--- src/hdl/aerd_pkg.sv ---
// shared types, codes and constants of the address-event word decoder
package aerd_pkg;

   localparam int ARRAY_WIDTH  = 128;
   localparam int ARRAY_HEIGHT = 128;

   localparam int COORD_W  = 7;
   localparam int COUNT_W  = 16;
   localparam int TIME_W   = 31;
   localparam int TICK_W   = 14;
   localparam int OFFSET_W = TIME_W - TICK_W;

   localparam int REQ_DATA_W  = 32;
   localparam int RSP_DATA_W  = 112;
   localparam int CSR_INDEX_W = 3;
   localparam int CSR_DATA_W  = 31;

   localparam logic [CSR_INDEX_W-1:0] CSR_CONTAINER_MAX_EVENTS   = 3'd0;
   localparam logic [CSR_INDEX_W-1:0] CSR_CONTAINER_MAX_INTERVAL = 3'd1;
   localparam logic [CSR_INDEX_W-1:0] CSR_PIXEL_MAX_EVENTS       = 3'd2;
   localparam logic [CSR_INDEX_W-1:0] CSR_PIXEL_MAX_INTERVAL     = 3'd3;
   localparam logic [CSR_INDEX_W-1:0] CSR_SPECIAL_MAX_EVENTS     = 3'd4;
   localparam logic [CSR_INDEX_W-1:0] CSR_SPECIAL_MAX_INTERVAL   = 3'd5;

   localparam logic [COUNT_W-1:0] RST_CONTAINER_MAX_EVENTS   = 16'd4224;
   localparam logic [TIME_W-1:0]  RST_CONTAINER_MAX_INTERVAL = 31'd5000;
   localparam logic [COUNT_W-1:0] RST_PIXEL_MAX_EVENTS       = 16'd4096;
   localparam logic [TIME_W-1:0]  RST_PIXEL_MAX_INTERVAL     = 31'd5000;
   localparam logic [COUNT_W-1:0] RST_SPECIAL_MAX_EVENTS     = 16'd128;
   localparam logic [TIME_W-1:0]  RST_SPECIAL_MAX_INTERVAL   = 31'd1000;

   localparam logic [TIME_W-1:0]  TIME_ALL_ONES  = {TIME_W{1'b1}};
   localparam logic [COUNT_W-1:0] COUNT_ALL_ONES = {COUNT_W{1'b1}};

   typedef enum logic [2:0] {
      KIND_NONE    = 3'd0,
      KIND_PIXEL   = 3'd1,
      KIND_TRIGGER = 3'd2,
      KIND_WRAP    = 3'd3,
      KIND_RESET   = 3'd4
   } event_kind_type;

   typedef struct packed {
      logic [COUNT_W-1:0] container_max_events;
      logic [TIME_W-1:0]  container_max_interval;
      logic [COUNT_W-1:0] pixel_max_events;
      logic [TIME_W-1:0]  pixel_max_interval;
      logic [COUNT_W-1:0] special_max_events;
      logic [TIME_W-1:0]  special_max_interval;
   } config_type;

   typedef struct packed {
      logic [OFFSET_W-1:0] wrap_offset;
      logic [TIME_W-1:0]   epoch_count;
      logic [TIME_W-1:0]   current_time;
      logic [TIME_W-1:0]   previous_time;
      logic [COUNT_W-1:0]  pixel_count;
      logic [COUNT_W-1:0]  special_count;
      logic [TIME_W-1:0]   pixel_first_time;
      logic [TIME_W-1:0]   pixel_last_time;
      logic [TIME_W-1:0]   special_first_time;
      logic [TIME_W-1:0]   special_last_time;
   } state_type;

   typedef struct packed {
      event_kind_type     event_kind;
      logic [COORD_W-1:0] pixel_x;
      logic [COORD_W-1:0] pixel_y;
      logic               pixel_on;
      logic [TIME_W-1:0]  event_time;
      logic [TIME_W-1:0]  epoch;
      logic               commit;
      logic [COUNT_W-1:0] pixel_committed;
      logic [COUNT_W-1:0] special_committed;
      logic               time_backwards;
   } result_type;

endpackage

--- src/hdl/aer_event_word_decoder.sv ---
// top level of the address-event word decoder: word registers, state and settings
//
// Takes one 32-bit camera event word per cycle while the output is not stalled
// and returns exactly one result word for each. A word is captured in an input
// register, decoded and checked against the packet thresholds in one pass, and
// lands in the result register; the timestamp and packet state are updated
// between consecutive words. The input side keeps accepting while a result
// waits, as long as the input register is free or moving on. Threshold
// registers take effect on the next word decoded.
module aer_event_word_decoder import aerd_pkg::*; (
   input  logic                   clock,
   input  logic                   reset,

   input  logic                   req_tvalid,
   output logic                   req_tready,
   // address_word, time_word
   input  logic [REQ_DATA_W-1:0]  req_tdata,

   output logic                   rsp_tvalid,
   input  logic                   rsp_tready,
   // pixel_x, pixel_y, pixel_on, event_time, epoch, pixel_committed,
   // special_committed, time_backwards, zero pad
   output logic [RSP_DATA_W-1:0]  rsp_tdata,
   // event_kind
   output logic [2:0]             rsp_tuser,
   // commit
   output logic                   rsp_tlast,

   input  logic                   csr_we,
   input  logic [CSR_INDEX_W-1:0] csr_index,
   input  logic [CSR_DATA_W-1:0]  csr_wdata
);

   logic        in_valid_ff;
   logic        in_valid_in;
   logic [15:0] in_address_ff;
   logic [15:0] in_time_ff;
   logic        out_valid_ff;
   logic        out_valid_in;
   result_type  result_ff;
   result_type  result_in;
   state_type   state_ff;
   state_type   state_in;
   config_type  cfg_ff;
   config_type  cfg_in;
   logic        fire;

   assign fire        = in_valid_ff && (!out_valid_ff || rsp_tready);
   assign req_tready  = !in_valid_ff || fire;
   assign in_valid_in = (req_tvalid && req_tready) || (in_valid_ff && !fire);
   assign out_valid_in = fire || (out_valid_ff && !rsp_tready);

   aerd_step u_step (
      .address_word (in_address_ff),
      .time_word    (in_time_ff),
      .state        (state_ff),
      .cfg          (cfg_ff),
      .state_next   (state_in),
      .result       (result_in)
   );

   always_comb begin
      cfg_in = cfg_ff;
      if (csr_we) begin
         unique case (csr_index)
            CSR_CONTAINER_MAX_EVENTS:   cfg_in.container_max_events   = csr_wdata[COUNT_W-1:0];
            CSR_CONTAINER_MAX_INTERVAL: cfg_in.container_max_interval = csr_wdata;
            CSR_PIXEL_MAX_EVENTS:       cfg_in.pixel_max_events       = csr_wdata[COUNT_W-1:0];
            CSR_PIXEL_MAX_INTERVAL:     cfg_in.pixel_max_interval     = csr_wdata;
            CSR_SPECIAL_MAX_EVENTS:     cfg_in.special_max_events     = csr_wdata[COUNT_W-1:0];
            CSR_SPECIAL_MAX_INTERVAL:   cfg_in.special_max_interval   = csr_wdata;
            default:                    cfg_in = cfg_ff;
         endcase
      end
   end

   always_ff @(posedge clock) begin
      if (reset) begin
         cfg_ff.container_max_events   <= RST_CONTAINER_MAX_EVENTS;
         cfg_ff.container_max_interval <= RST_CONTAINER_MAX_INTERVAL;
         cfg_ff.pixel_max_events       <= RST_PIXEL_MAX_EVENTS;
         cfg_ff.pixel_max_interval     <= RST_PIXEL_MAX_INTERVAL;
         cfg_ff.special_max_events     <= RST_SPECIAL_MAX_EVENTS;
         cfg_ff.special_max_interval   <= RST_SPECIAL_MAX_INTERVAL;
      end else begin
         cfg_ff <= cfg_in;
      end
   end

   always_ff @(posedge clock) begin
      if (reset) begin
         in_valid_ff  <= 1'b0;
         out_valid_ff <= 1'b0;
      end else begin
         in_valid_ff  <= in_valid_in;
         out_valid_ff <= out_valid_in;
      end
   end

   always_ff @(posedge clock) begin
      if (req_tvalid && req_tready) begin
         in_address_ff <= req_tdata[15:0];
         in_time_ff    <= req_tdata[31:16];
      end
      if (fire) begin
         result_ff <= result_in;
      end
   end

   // packet first and last times are only read once written
   always_ff @(posedge clock) begin
      if (reset) begin
         state_ff.wrap_offset   <= '0;
         state_ff.epoch_count   <= '0;
         state_ff.current_time  <= '0;
         state_ff.previous_time <= '0;
         state_ff.pixel_count   <= '0;
         state_ff.special_count <= '0;
      end else if (fire) begin
         state_ff <= state_in;
      end
   end

   assign rsp_tvalid = out_valid_ff;
   assign rsp_tuser  = result_ff.event_kind;
   assign rsp_tlast  = result_ff.commit;
   assign rsp_tdata  = {2'b00,
                        result_ff.time_backwards,
                        result_ff.special_committed,
                        result_ff.pixel_committed,
                        result_ff.epoch,
                        result_ff.event_time,
                        result_ff.pixel_on,
                        result_ff.pixel_y,
                        result_ff.pixel_x};

   assert property (@(posedge clock) disable iff (reset)
      rsp_tvalid && (rsp_tuser == KIND_WRAP || rsp_tuser == KIND_RESET) |-> rsp_tlast)
      else $error("wrap or reset word without commit");

   assert property (@(posedge clock) disable iff (reset)
      rsp_tvalid && !rsp_tlast |-> rsp_tdata[108:77] == '0)
      else $error("committed counts without commit");

   assert property (@(posedge clock) disable iff (reset)
      rsp_tvalid && rsp_tuser == KIND_RESET |-> rsp_tdata[76:46] == '0)
      else $error("epoch not cleared by timestamp reset");

   assert property (@(posedge clock) disable iff (reset)
      fire && result_in.commit |=> state_ff.pixel_count == '0 && state_ff.special_count == '0)
      else $error("packet counts not cleared after commit");

endmodule

--- src/hdl/aerd_step.sv ---
// decode of one event word, timestamp expansion and packet commit check
module aerd_step import aerd_pkg::*; (
   input  logic [15:0] address_word,
   input  logic [15:0] time_word,
   input  state_type   state,
   input  config_type  cfg,
   output state_type   state_next,
   output result_type  result
);

   logic                  forced;
   logic                  do_check;
   logic                  add_pixel;
   logic                  add_special;
   logic [TIME_W-1:0]     stamp;
   logic [OFFSET_W-1:0]   offset_inc;
   logic [COORD_W-1:0]    raw_x;
   logic [COORD_W-1:0]    row_y;
   logic signed [TIME_W:0]   pixel_span;
   logic signed [TIME_W:0]   special_span;
   logic signed [TIME_W+1:0] span_sum;
   logic [COUNT_W:0]      count_sum;
   logic                  container_hit;
   logic                  pixel_hit;
   logic                  special_hit;

   assign offset_inc = state.wrap_offset + OFFSET_W'(1);
   assign raw_x      = address_word[7:1];
   assign row_y      = address_word[14:8];

   always_comb begin
      state_next    = state;
      result        = '0;
      result.event_kind = KIND_NONE;
      forced        = 1'b0;
      do_check      = 1'b1;
      add_pixel     = 1'b0;
      add_special   = 1'b0;
      stamp         = '0;
      pixel_span    = '0;
      special_span  = '0;
      span_sum      = '0;
      count_sum     = '0;
      container_hit = 1'b0;
      pixel_hit     = 1'b0;
      special_hit   = 1'b0;

      if (time_word[15]) begin
         if (&state.wrap_offset) begin
            state_next.wrap_offset   = '0;
            state_next.previous_time = '0;
            state_next.current_time  = '0;
            state_next.epoch_count   = state.epoch_count + TIME_W'(1);
            add_special              = 1'b1;
            stamp                    = TIME_ALL_ONES;
            result.event_kind        = KIND_WRAP;
            result.event_time        = TIME_ALL_ONES;
            forced                   = 1'b1;
         end else begin
            state_next.wrap_offset   = offset_inc;
            state_next.previous_time = state.current_time;
            state_next.current_time  = {offset_inc, {TICK_W{1'b0}}};
            result.time_backwards    = state_next.current_time < state.current_time;
         end
      end else if (time_word[14]) begin
         state_next.epoch_count   = '0;
         state_next.wrap_offset   = '0;
         state_next.previous_time = '0;
         state_next.current_time  = '0;
         add_special              = 1'b1;
         stamp                    = TIME_ALL_ONES;
         result.event_kind        = KIND_RESET;
         result.event_time        = TIME_ALL_ONES;
         forced                   = 1'b1;
      end else begin
         state_next.previous_time = state.current_time;
         state_next.current_time  = {state.wrap_offset, time_word[TICK_W-1:0]};
         result.time_backwards    = state_next.current_time < state.current_time;
         stamp                    = state_next.current_time;
         if (address_word[15]) begin
            add_special       = 1'b1;
            result.event_kind = KIND_TRIGGER;
            result.event_time = state_next.current_time;
         end else if (({1'b0, raw_x} > 8'(ARRAY_WIDTH - 1))
                      || ({1'b0, row_y} >= 8'(ARRAY_HEIGHT))) begin
            do_check = 1'b0;
         end else begin
            add_pixel         = 1'b1;
            result.event_kind = KIND_PIXEL;
            result.event_time = state_next.current_time;
            result.pixel_x    = COORD_W'(ARRAY_WIDTH - 1) - raw_x;
            result.pixel_y    = row_y;
            result.pixel_on   = ~address_word[0];
         end
      end

      if (add_pixel) begin
         if (state.pixel_count == '0) begin
            state_next.pixel_first_time = stamp;
         end
         state_next.pixel_last_time = stamp;
         if (state.pixel_count != COUNT_ALL_ONES) begin
            state_next.pixel_count = state.pixel_count + COUNT_W'(1);
         end
      end
      if (add_special) begin
         if (state.special_count == '0) begin
            state_next.special_first_time = stamp;
         end
         state_next.special_last_time = stamp;
         if (state.special_count != COUNT_ALL_ONES) begin
            state_next.special_count = state.special_count + COUNT_W'(1);
         end
      end

      // spans only count once a packet holds two events
      if (state_next.pixel_count > COUNT_W'(1)) begin
         pixel_span = $signed({1'b0, state_next.pixel_last_time})
                      - $signed({1'b0, state_next.pixel_first_time});
      end
      if (state_next.special_count > COUNT_W'(1)) begin
         special_span = $signed({1'b0, state_next.special_last_time})
                        - $signed({1'b0, state_next.special_first_time});
      end
      span_sum  = {pixel_span[TIME_W], pixel_span} + {special_span[TIME_W], special_span};
      count_sum = {1'b0, state_next.pixel_count} + {1'b0, state_next.special_count};

      container_hit = (count_sum >= {1'b0, cfg.container_max_events})
                      || (span_sum >= $signed({2'b00, cfg.container_max_interval}));
      pixel_hit     = (state_next.pixel_count >= cfg.pixel_max_events)
                      || (pixel_span >= $signed({1'b0, cfg.pixel_max_interval}));
      special_hit   = (state_next.special_count >= cfg.special_max_events)
                      || (special_span >= $signed({1'b0, cfg.special_max_interval}));

      if (do_check && (forced || container_hit || pixel_hit || special_hit)) begin
         result.commit            = 1'b1;
         result.pixel_committed   = state_next.pixel_count;
         result.special_committed = state_next.special_count;
         state_next.pixel_count   = '0;
         state_next.special_count = '0;
      end

      result.epoch = state_next.epoch_count;
   end

endmodule
--- config.mk ---
export PLATFORM = sky130hd
export DESIGN_NAME = aer_event_word_decoder
export DESIGN_NICKNAME = d
export VERILOG_FILES = /design/src/hdl/aerd_pkg.sv /design/src/hdl/aer_event_word_decoder.sv /design/src/hdl/aerd_step.sv
export SDC_FILE = /design/constraint.sdc
export NUM_CORES = 1
export LEC_CHECK = 0
export BUFFER_PORTS_ARGS = -buffer_cell sky130_fd_sc_hd__buf_2
export CAP_MARGIN = 20
export CORE_ASPECT_RATIO = 0.6
export CORE_MARGIN = 2
export CORE_UTILIZATION = 25
export DETAILED_ROUTE_END_ITERATION = 8
export PLACE_DENSITY = 0.43
export SLEW_MARGIN = 20
export SYNTH_ARGS = -nofsm -noshare
export SYNTH_HDL_FRONTEND = slang
export SYNTH_HIERARCHICAL = 1
export SYNTH_SLANG_ARGS = --single-unit
--- constraint.sdc ---
create_clock -name clock -period 14.4 [get_ports clock]
set_input_delay 2.16 -clock clock [delete_from_list [all_inputs] [get_ports clock]]
set_output_delay 2.16 -clock clock [all_outputs]
set_load 0.1 [all_outputs]
# --- Word-level counts from Yosys, hierarchy flattened ---
# Index checks and enable logic that the tools add are counted.
totals:
  ff_bits: 524
  inputBits: 71
  output_inout_bits: 118
  elab_cells: 126
op_classes:
  add_sub_neg: 9
  magnitude_cmp: 10
  eq_ne: 7
  mux: 37
  bitwise: 2
  reduce_logical: 32
op_table:
  columns: ["operator", "n"]
  rows:
  - ["two-way mux 62 bit", 4]
  - ["two-way mux 31 bit", 6]
  - ["two-way mux 110 bit", 1]
  - ["two-way mux 32 bit", 3]
  - ["greater-or-equal comparator 32 bit", 2]
  - ["two-way mux 16 bit", 4]
  - ["subtractor 31 x 31 -> 32 bit", 2]
  - ["less-than comparator 31 bit", 2]
  - ["two-way mux 48 bit", 1]
  - ["adder 32 x 32 -> 33 bit", 1]
  - ["greater-or-equal comparator 33 x 32 -> 1 bit", 1]
  - ["two-way mux 33 bit", 1]
  - ["adder 16 x 1 -> 16 bit (second input constant)", 2]
  - ["greater-or-equal comparator 16 bit", 2]
  - ["> comparator 16 x 1 -> 1 bit (second input constant)", 2]
  - ["logical NOT 16 bit", 2]
  - ["inequality test 16 bit (second input constant)", 2]
  - ["adder 31 x 1 -> 31 bit (second input constant)", 1]
  - ["adder 16 x 16 -> 17 bit", 1]
  - ["adder 17 x 1 -> 17 bit (second input constant)", 1]
  - ["greater-or-equal comparator 17 x 16 -> 1 bit", 1]
  - ["two-way mux 17 bit", 1]
  - ["AND reduction 17 bit", 1]
  - ["AND reduction 2 bit", 8]
  - ["14 further kinds", 45]

# --- Depth between registers and ports, before layout ---
# Gate-level depths: netlist of run 1.
logic_depth:
  ltp_word: 14
  mapped_depth: 60
  ltp_nobuf: 56

# --- Cells and area by module ---
# The synthesis of run 1 kept the hierarchy.
modules_own_cells:
  columns: ["mod", "instances", "cells_each", "area_each_um2", "seq_area_each_um2"]
  rows:
  - ["aer_event_word_decoder", 1, 1544, 18514.0, 13813.2]
  - ["aerd_step", 1, 2434, 15491.1, 0.0]

# --- Least setup slack after synthesis of run 1 ---
# Ideal clock, no wire load.
synth_timing:
  path_type: "input-to-reg"
  start: "in reset"
  end: "reg state_ff[0] (netlist bit), enable pin"
  setup_time_ns: 0.759
  arrival_time_ns: 11.125
  t_required_ns: 13.641
  path_slack_ns: 2.516
  path_stages: 4
  n_path_buf: 3
  cell_sequence: "clkbuf_1 > buf_2 > clkbuf_1 > nor3_1"
synth_between:
  elab_chain_cells: 2
synth_lines:
  columns: ["item", "line_no", "text"]
  rows:
  - ["start, declared", "aer_event_word_decoder.sv:12", "input logic reset,"]
  - ["inverter 1 bit (no source line)", null, null]
  - ["AND reduction 2 bit (no source line)", null, null]
  - ["end signal, assigned", "aer_event_word_decoder.sv:120", "state_ff <= state_in;"]
  - ["end, declared", "aer_event_word_decoder.sv:42", "state_type state_ff;"]
# No other way between the ends.
# A chain may end at the register's enable or synchronous reset.

==> flow_metrics.env, run 1 <==
export IMPL_dp_hpwl_mm=80.5
export IMPL_drc_errors=0
export IMPL_hold_class="reg2reg"
export IMPL_cp_arrival_ns=13.76
export IMPL_cts_tree="built"
export IMPL_fillers=13843
export IMPL_cp_max_fo=43
export IMPL_p_seq_frac=0.418
export IMPL_cts_sinks=524
export IMPL_io_pins=189
export IMPL_die_w_um=471
export IMPL_hold_viol=0
export IMPL_cts_root_buf="clkbuf_16"
export IMPL_leakagePower_nw=15.0
export IMPL_p_comb_frac=0.191
export IMPL_die_h_um=284
export IMPL_crit_top_cell="nand2_1"
export IMPL_finalCritPeriodShare=0.915
export IMPL_cts_setup_buffers=0
export IMPL_clock_skew_ns=0.0233
export IMPL_p_sw_mw=1.25
export IMPL_hold_slack_ns=0.455
export IMPL_overflow=0
export IMPL_ant_nets=0
export IMPL_peakVddDrop_mv=0.0861
export IMPL_final_cell_mix="nand2_1, a21oi_1, inv_1, o21ai_0, ha_1"
export IMPL_cts_hold_buffers=0
export IMPL_drv_slew=0
export IMPL_startpoint_type="flop"
export IMPL_vias=27143
export IMPL_critical_path_class="reg2reg"
export IMPL_pwr_share_clk=0.391
export IMPL_die_area_sq_um=134000
export IMPL_final_common_cell="nand2_1"
export IMPL_rsz0062_at_grt="false"
export IMPL_setup_viol=0
export IMPL_rows=102
export IMPL_drt_wl_total_mm=110
export IMPL_grt_pass1_wl_mm=163
export IMPL_tightestPinTransition_ns=1.11
export IMPL_end_kind="flop"
export IMPL_max_cap_violations=0
export IMPL_p_int_mw=2.67
export IMPL_core_sq_um=130000
export IMPL_final_nets=4227
export IMPL_syn_avg_cell_area_sq_um=8.60
export IMPL_wl_per_cell_um=19.6
export IMPL_max_freq_ghz=0.0759
export IMPL_clock_latency_ns=0.66
export IMPL_power_switching_share=0.318
export IMPL_dr_pass1_iters=6
export IMPL_period_needed_ns=13.18
export IMPL_track_usage=0.158
export IMPL_syn_inst=3809
export IMPL_drive_gt1_frac=0.0995
export IMPL_drt_iter0_drc=2231
export IMPL_path_buf_inv=4
export IMPL_crit_slowest_cell="or4_1"
export IMPL_synth_area_sq_um=32700
export IMPL_status="finished clean"
export IMPL_p_per_area_nw_per_um2=106
export IMPL_synth_yosys_warnings=6
export IMPL_maxSlewHeadroom=0.254
export IMPL_area_growth_pct=12.8
export IMPL_numCtsBuffers=55
export IMPL_ctsLongestPathBuffers=3
export IMPL_io_buffers=186
export IMPL_antenna_found_initial=7
export IMPL_htree_levels=2
export IMPL_grt_pass1_vias=24845
export IMPL_grt_max_degree=81
export IMPL_cts_clk_slew_worst_paths_ns=0.07
export IMPL_fin_ws_ns=1.22
export IMPL_cts_resized=0
export IMPL_place_congestion=0.851
export IMPL_crit_family="simple AND/OR/NAND/NOR gates"
export IMPL_fin_tns_setup_ns=0
export IMPL_slowest_delay_ns=0.60
export IMPL_vias_per_cell=4.83
export IMPL_start_util=0.253
export IMPL_place_ws_ns=1.43
export IMPL_finish_utilization=0.285
export IMPL_crit_required_ns=14.99
final timing paths:
path                 startpoint             to  slack, ns  depth (start not counted)
hold / removal       cfg_ff[60]     cfg_ff[60]       0.46                          2
hold reg to reg      cfg_ff[60]     cfg_ff[60]       0.46                          2
setup / recovery  state_ff[249]  state_ff[145]       1.22                         56
setup reg to reg  state_ff[249]  state_ff[145]       1.22                         56
stage by stage:
stage | std cells | instance area (sq um) | total power [mW]
global route | 5619 | 36900 | 4.10
detailed placement | 5513 | 35000 | 2.42
finish | 5619 | 36900 | 3.92
global placement | 5513 | 35000 | 2.42
CTS | 5616 | 36900 | 3.98
floorplan | 3810 | 32800 | 2.20
power by group through the flow:
stage                     clock (mW)  combinational [mW]  sequential (mW)
after floorplan                    0               0.450             1.75
after global placement             0               0.749             1.67
after detailed placement           0               0.747             1.67
after CTS                       1.59               0.751             1.64
after global routing            1.64               0.822             1.64
final                           1.53               0.750             1.64
tightest hold or removal path: stages (launching register included):
cell     delay (ns)
dfxtp_1        0.31
nand2_1        0.05
a21oi_1        0.05
routing by layer:
metal	vias to the layer above	track usage	routed length [um]
li1	13464	-	-
met1	12948	0.256	59500
met2	635	0.215	43300
met3	96	0.0236	5830
met4	0	0.0250	1560
met5	-	0	0
flip-flops by register name (all words and copies together) (netlist names):
signal	cells
in_time_ff	16
rsp_tvalid	1
in_address_ff	16
rsp_tdata	110
cfg_ff	141
in_valid_ff	1
state_ff	235
rsp_tlast	1
rsp_tuser	3
cell type report:
type                    instances  area (sq um)  share of cell area
diodes                          2          5.00            0.000136
clock inverters                39           409              0.0111
inverters                     336          1260              0.0342
well taps                    1716          2150              0.0581
clock buffers                  64          1440              0.0390
flip-flops and latches        524         13200               0.357
multi-input cells            2702         17100               0.464
repair buffers                236          1340              0.0362
No activity file was read; power rests on OpenSTA's default activity.
==> inputs of run 2 (changes only) <==
CORE_MARGIN = 3   (was 2)
GPL_TIMING_DRIVEN = 0   (was not set)
==> run 2 against run 1 <==
Largest power group unchanged. Clock power up 3%. Critical path type unchanged. Design area increased by 3.5%. Hold slack worse by 0.00056 ns. Utilization increased by 0.99 points. Sequential power is essentially flat. Largest cell class unchanged.
==> flow_metrics.env, run 2 (synthesis gave the netlist of run 1 again) <==
export IMPL_crit_required_ns=14.98
export IMPL_drive_gt1_frac=0.115
export IMPL_die_area_sq_um=136000
export IMPL_max_cap_violations=0
export IMPL_start_util=0.253
export IMPL_reg2reg_depth=57
export IMPL_vias_per_cell=4.87
export IMPL_htree_levels=2
export IMPL_grt_pass1_wl_mm=176
export IMPL_clock_skew_ns=0.0133
export IMPL_area_growth_pct=16.7
export IMPL_startpoint_type="flop"
export IMPL_multi_input_area_sq_um=17200
export IMPL_setup_viol=0
export IMPL_finalCritPeriodShare=0.943
export IMPL_clock_latency_ns=0.66
export IMPL_r2r_start="state_ff[249]"
export IMPL_core_sq_um=130000
export IMPL_rsz0062_at_grt="false"
export IMPL_die_w_um=473
export IMPL_largest_reg_flops=235
export IMPL_ff_latch_area_sq_um=13200
export IMPL_power_mw=4.07
export IMPL_end_kind="flop"
export IMPL_overflow=0
export IMPL_peakVddDrop_mv=0.0774
export IMPL_crit_top_cell="nand2_1"
export IMPL_fillers=13863
export IMPL_numCtsBuffers=56
export IMPL_hold_viol=0
export IMPL_leakagePower_nw=15.7
export IMPL_status="finished clean"
export IMPL_critical_path_class="reg2reg"
export IMPL_vias=28458
export IMPL_final_nets=4448
export IMPL_io_buffers=185
export IMPL_final_cell_mix="nand2_1, a21oi_1, inv_1, o21ai_0, ha_1"
export IMPL_rows=102
export IMPL_r2r_slack_ns=0.83
export IMPL_finish_utilization=0.295
export IMPL_cts_clk_slew_worst_paths_ns=0.07
export IMPL_track_usage=0.174
export IMPL_crit_reg2reg_capture="state_ff[155]"
export IMPL_crit_slowest_cell="or4_1"
export IMPL_dp_hpwl_mm=98.2
export IMPL_hold_class="reg2reg"
export IMPL_tightestPinTransition_ns=1.09
export IMPL_cts_sinks=524
export IMPL_cts_root_buf="clkbuf_16"
export IMPL_drc_errors=0
export IMPL_io_pins=189
export IMPL_min_path_cells=2
export IMPL_hold_slack_ns=0.455
export IMPL_fin_tns_setup_ns=0
export IMPL_cts_hold_buffers=0
export IMPL_ant_nets=0
export IMPL_p_per_area_nw_per_um2=107
export IMPL_die_h_um=286
export IMPL_ctsLongestPathBuffers=3
export IMPL_drt_wl_total_mm=122
export IMPL_max_freq_ghz=0.0737
export IMPL_antenna_found_initial=9
export IMPL_drv_slew=0
export IMPL_hp_start="cfg_ff[120]"
export IMPL_grt_pass1_vias=25813
export IMPL_min_to="cfg_ff[120]"
export IMPL_drt_iter0_drc=2358
export IMPL_period_needed_ns=13.57
export IMPL_dr_pass1_iters=5
export IMPL_grt_max_degree=29
export IMPL_cp_arrival_ns=14.15
export IMPL_cts_tree="built"
export IMPL_cp_max_fo=10
export IMPL_slowest_delay_ns=0.61
export IMPL_place_congestion=0.876
export IMPL_wl_per_cell_um=20.9
export IMPL_largest_register="state_ff"
export IMPL_final_common_cell="nand2_1"
export IMPL_maxSlewHeadroom=0.272
-- run 2: cell count changes in the layout (fill, tap and decap cells not counted), moves of 7 or more --
cell,before,now
clkbuf_1,6,125
buf_2,185,221
buf_1,0,10
clkinv_1,5,13
o21ai_0,307,300
buf_6,0,8
buf_4,49,78
clkbuf_2,0,8
-- run 2: routing by layer --
| metal | vias to the layer above | track usage | part of all wire |
|---|---|---|---|
| li1 | 13891 | - | - |
| met1 | 13614 | 0.288 | 0.54 |
| met2 | 849 | 0.220 | 0.36 |
| met3 | 104 | 0.0410 | 0.076 |
| met4 | 0 | 0.0301 | 0.016 |
| met5 | - | 0 | 0 |
-- run 2: how the worst max path moves through the flow --
stage / start / endpoint / slack, ns
floorplan: reset / state_ff[0] / 2.52
global route: state_ff[249] / state_ff[155] / 0.04
finish: state_ff[249] / state_ff[155] / 0.83
detailed placement: state_ff[249] / state_ff[155] / -1.52
global placement: reset / state_ff[62] / -3.03
CTS: state_ff[250] / state_ff[155] / 0.03
-- run 2: metrics by stage --
step | cells | cell area (sq um) | setup slack (ns)
after floorplan | 3810 | 32800 | 2.52
after global placement | 5711 | 35800 | -3.03
after detailed placement | 5735 | 36200 | -1.52
after CTS | 5840 | 38100 | 0.0256
after global routing | 5842 | 38200 | 0.0351
final | 5845 | 38200 | 0.828
-- run 2: where the power goes --
part	switching (mW)	internal, mW
combinational	0.595	0.259
sequential	0.0190	1.61
clock	0.697	0.887
total	1.31	2.76
-- run 2: worst max-delay path, delay by kind of cell, from the launching register on --
kind	cells	cell delay, ns
xor+xnor	2	0.36
compound gates	20	3.78
flops	1	0.46
fa+ha+maj	5	1.70
buf+inv	6	1.37
simple gates	24	5.75
-- run 2: cell type report --
class                           count  share of cell area
Clock buffer                       60              0.0376
Antenna cell                        5            0.000327
Buffer                            245              0.0328
Multi-Input combinational cell   2702               0.449
Inverter                          336              0.0330
Timing Repair Buffer              211              0.0329
Tap cell                         1716              0.0562
Clock inverter                     46              0.0127
Sequential cell                   524               0.345
-- run 2: repair_timing --
item | CTS | global route
setup buffers | 0 | 2
pin swaps | 1 | 2
resized for setup | 15 | 23
setup endpoints to repair | 65 | 65
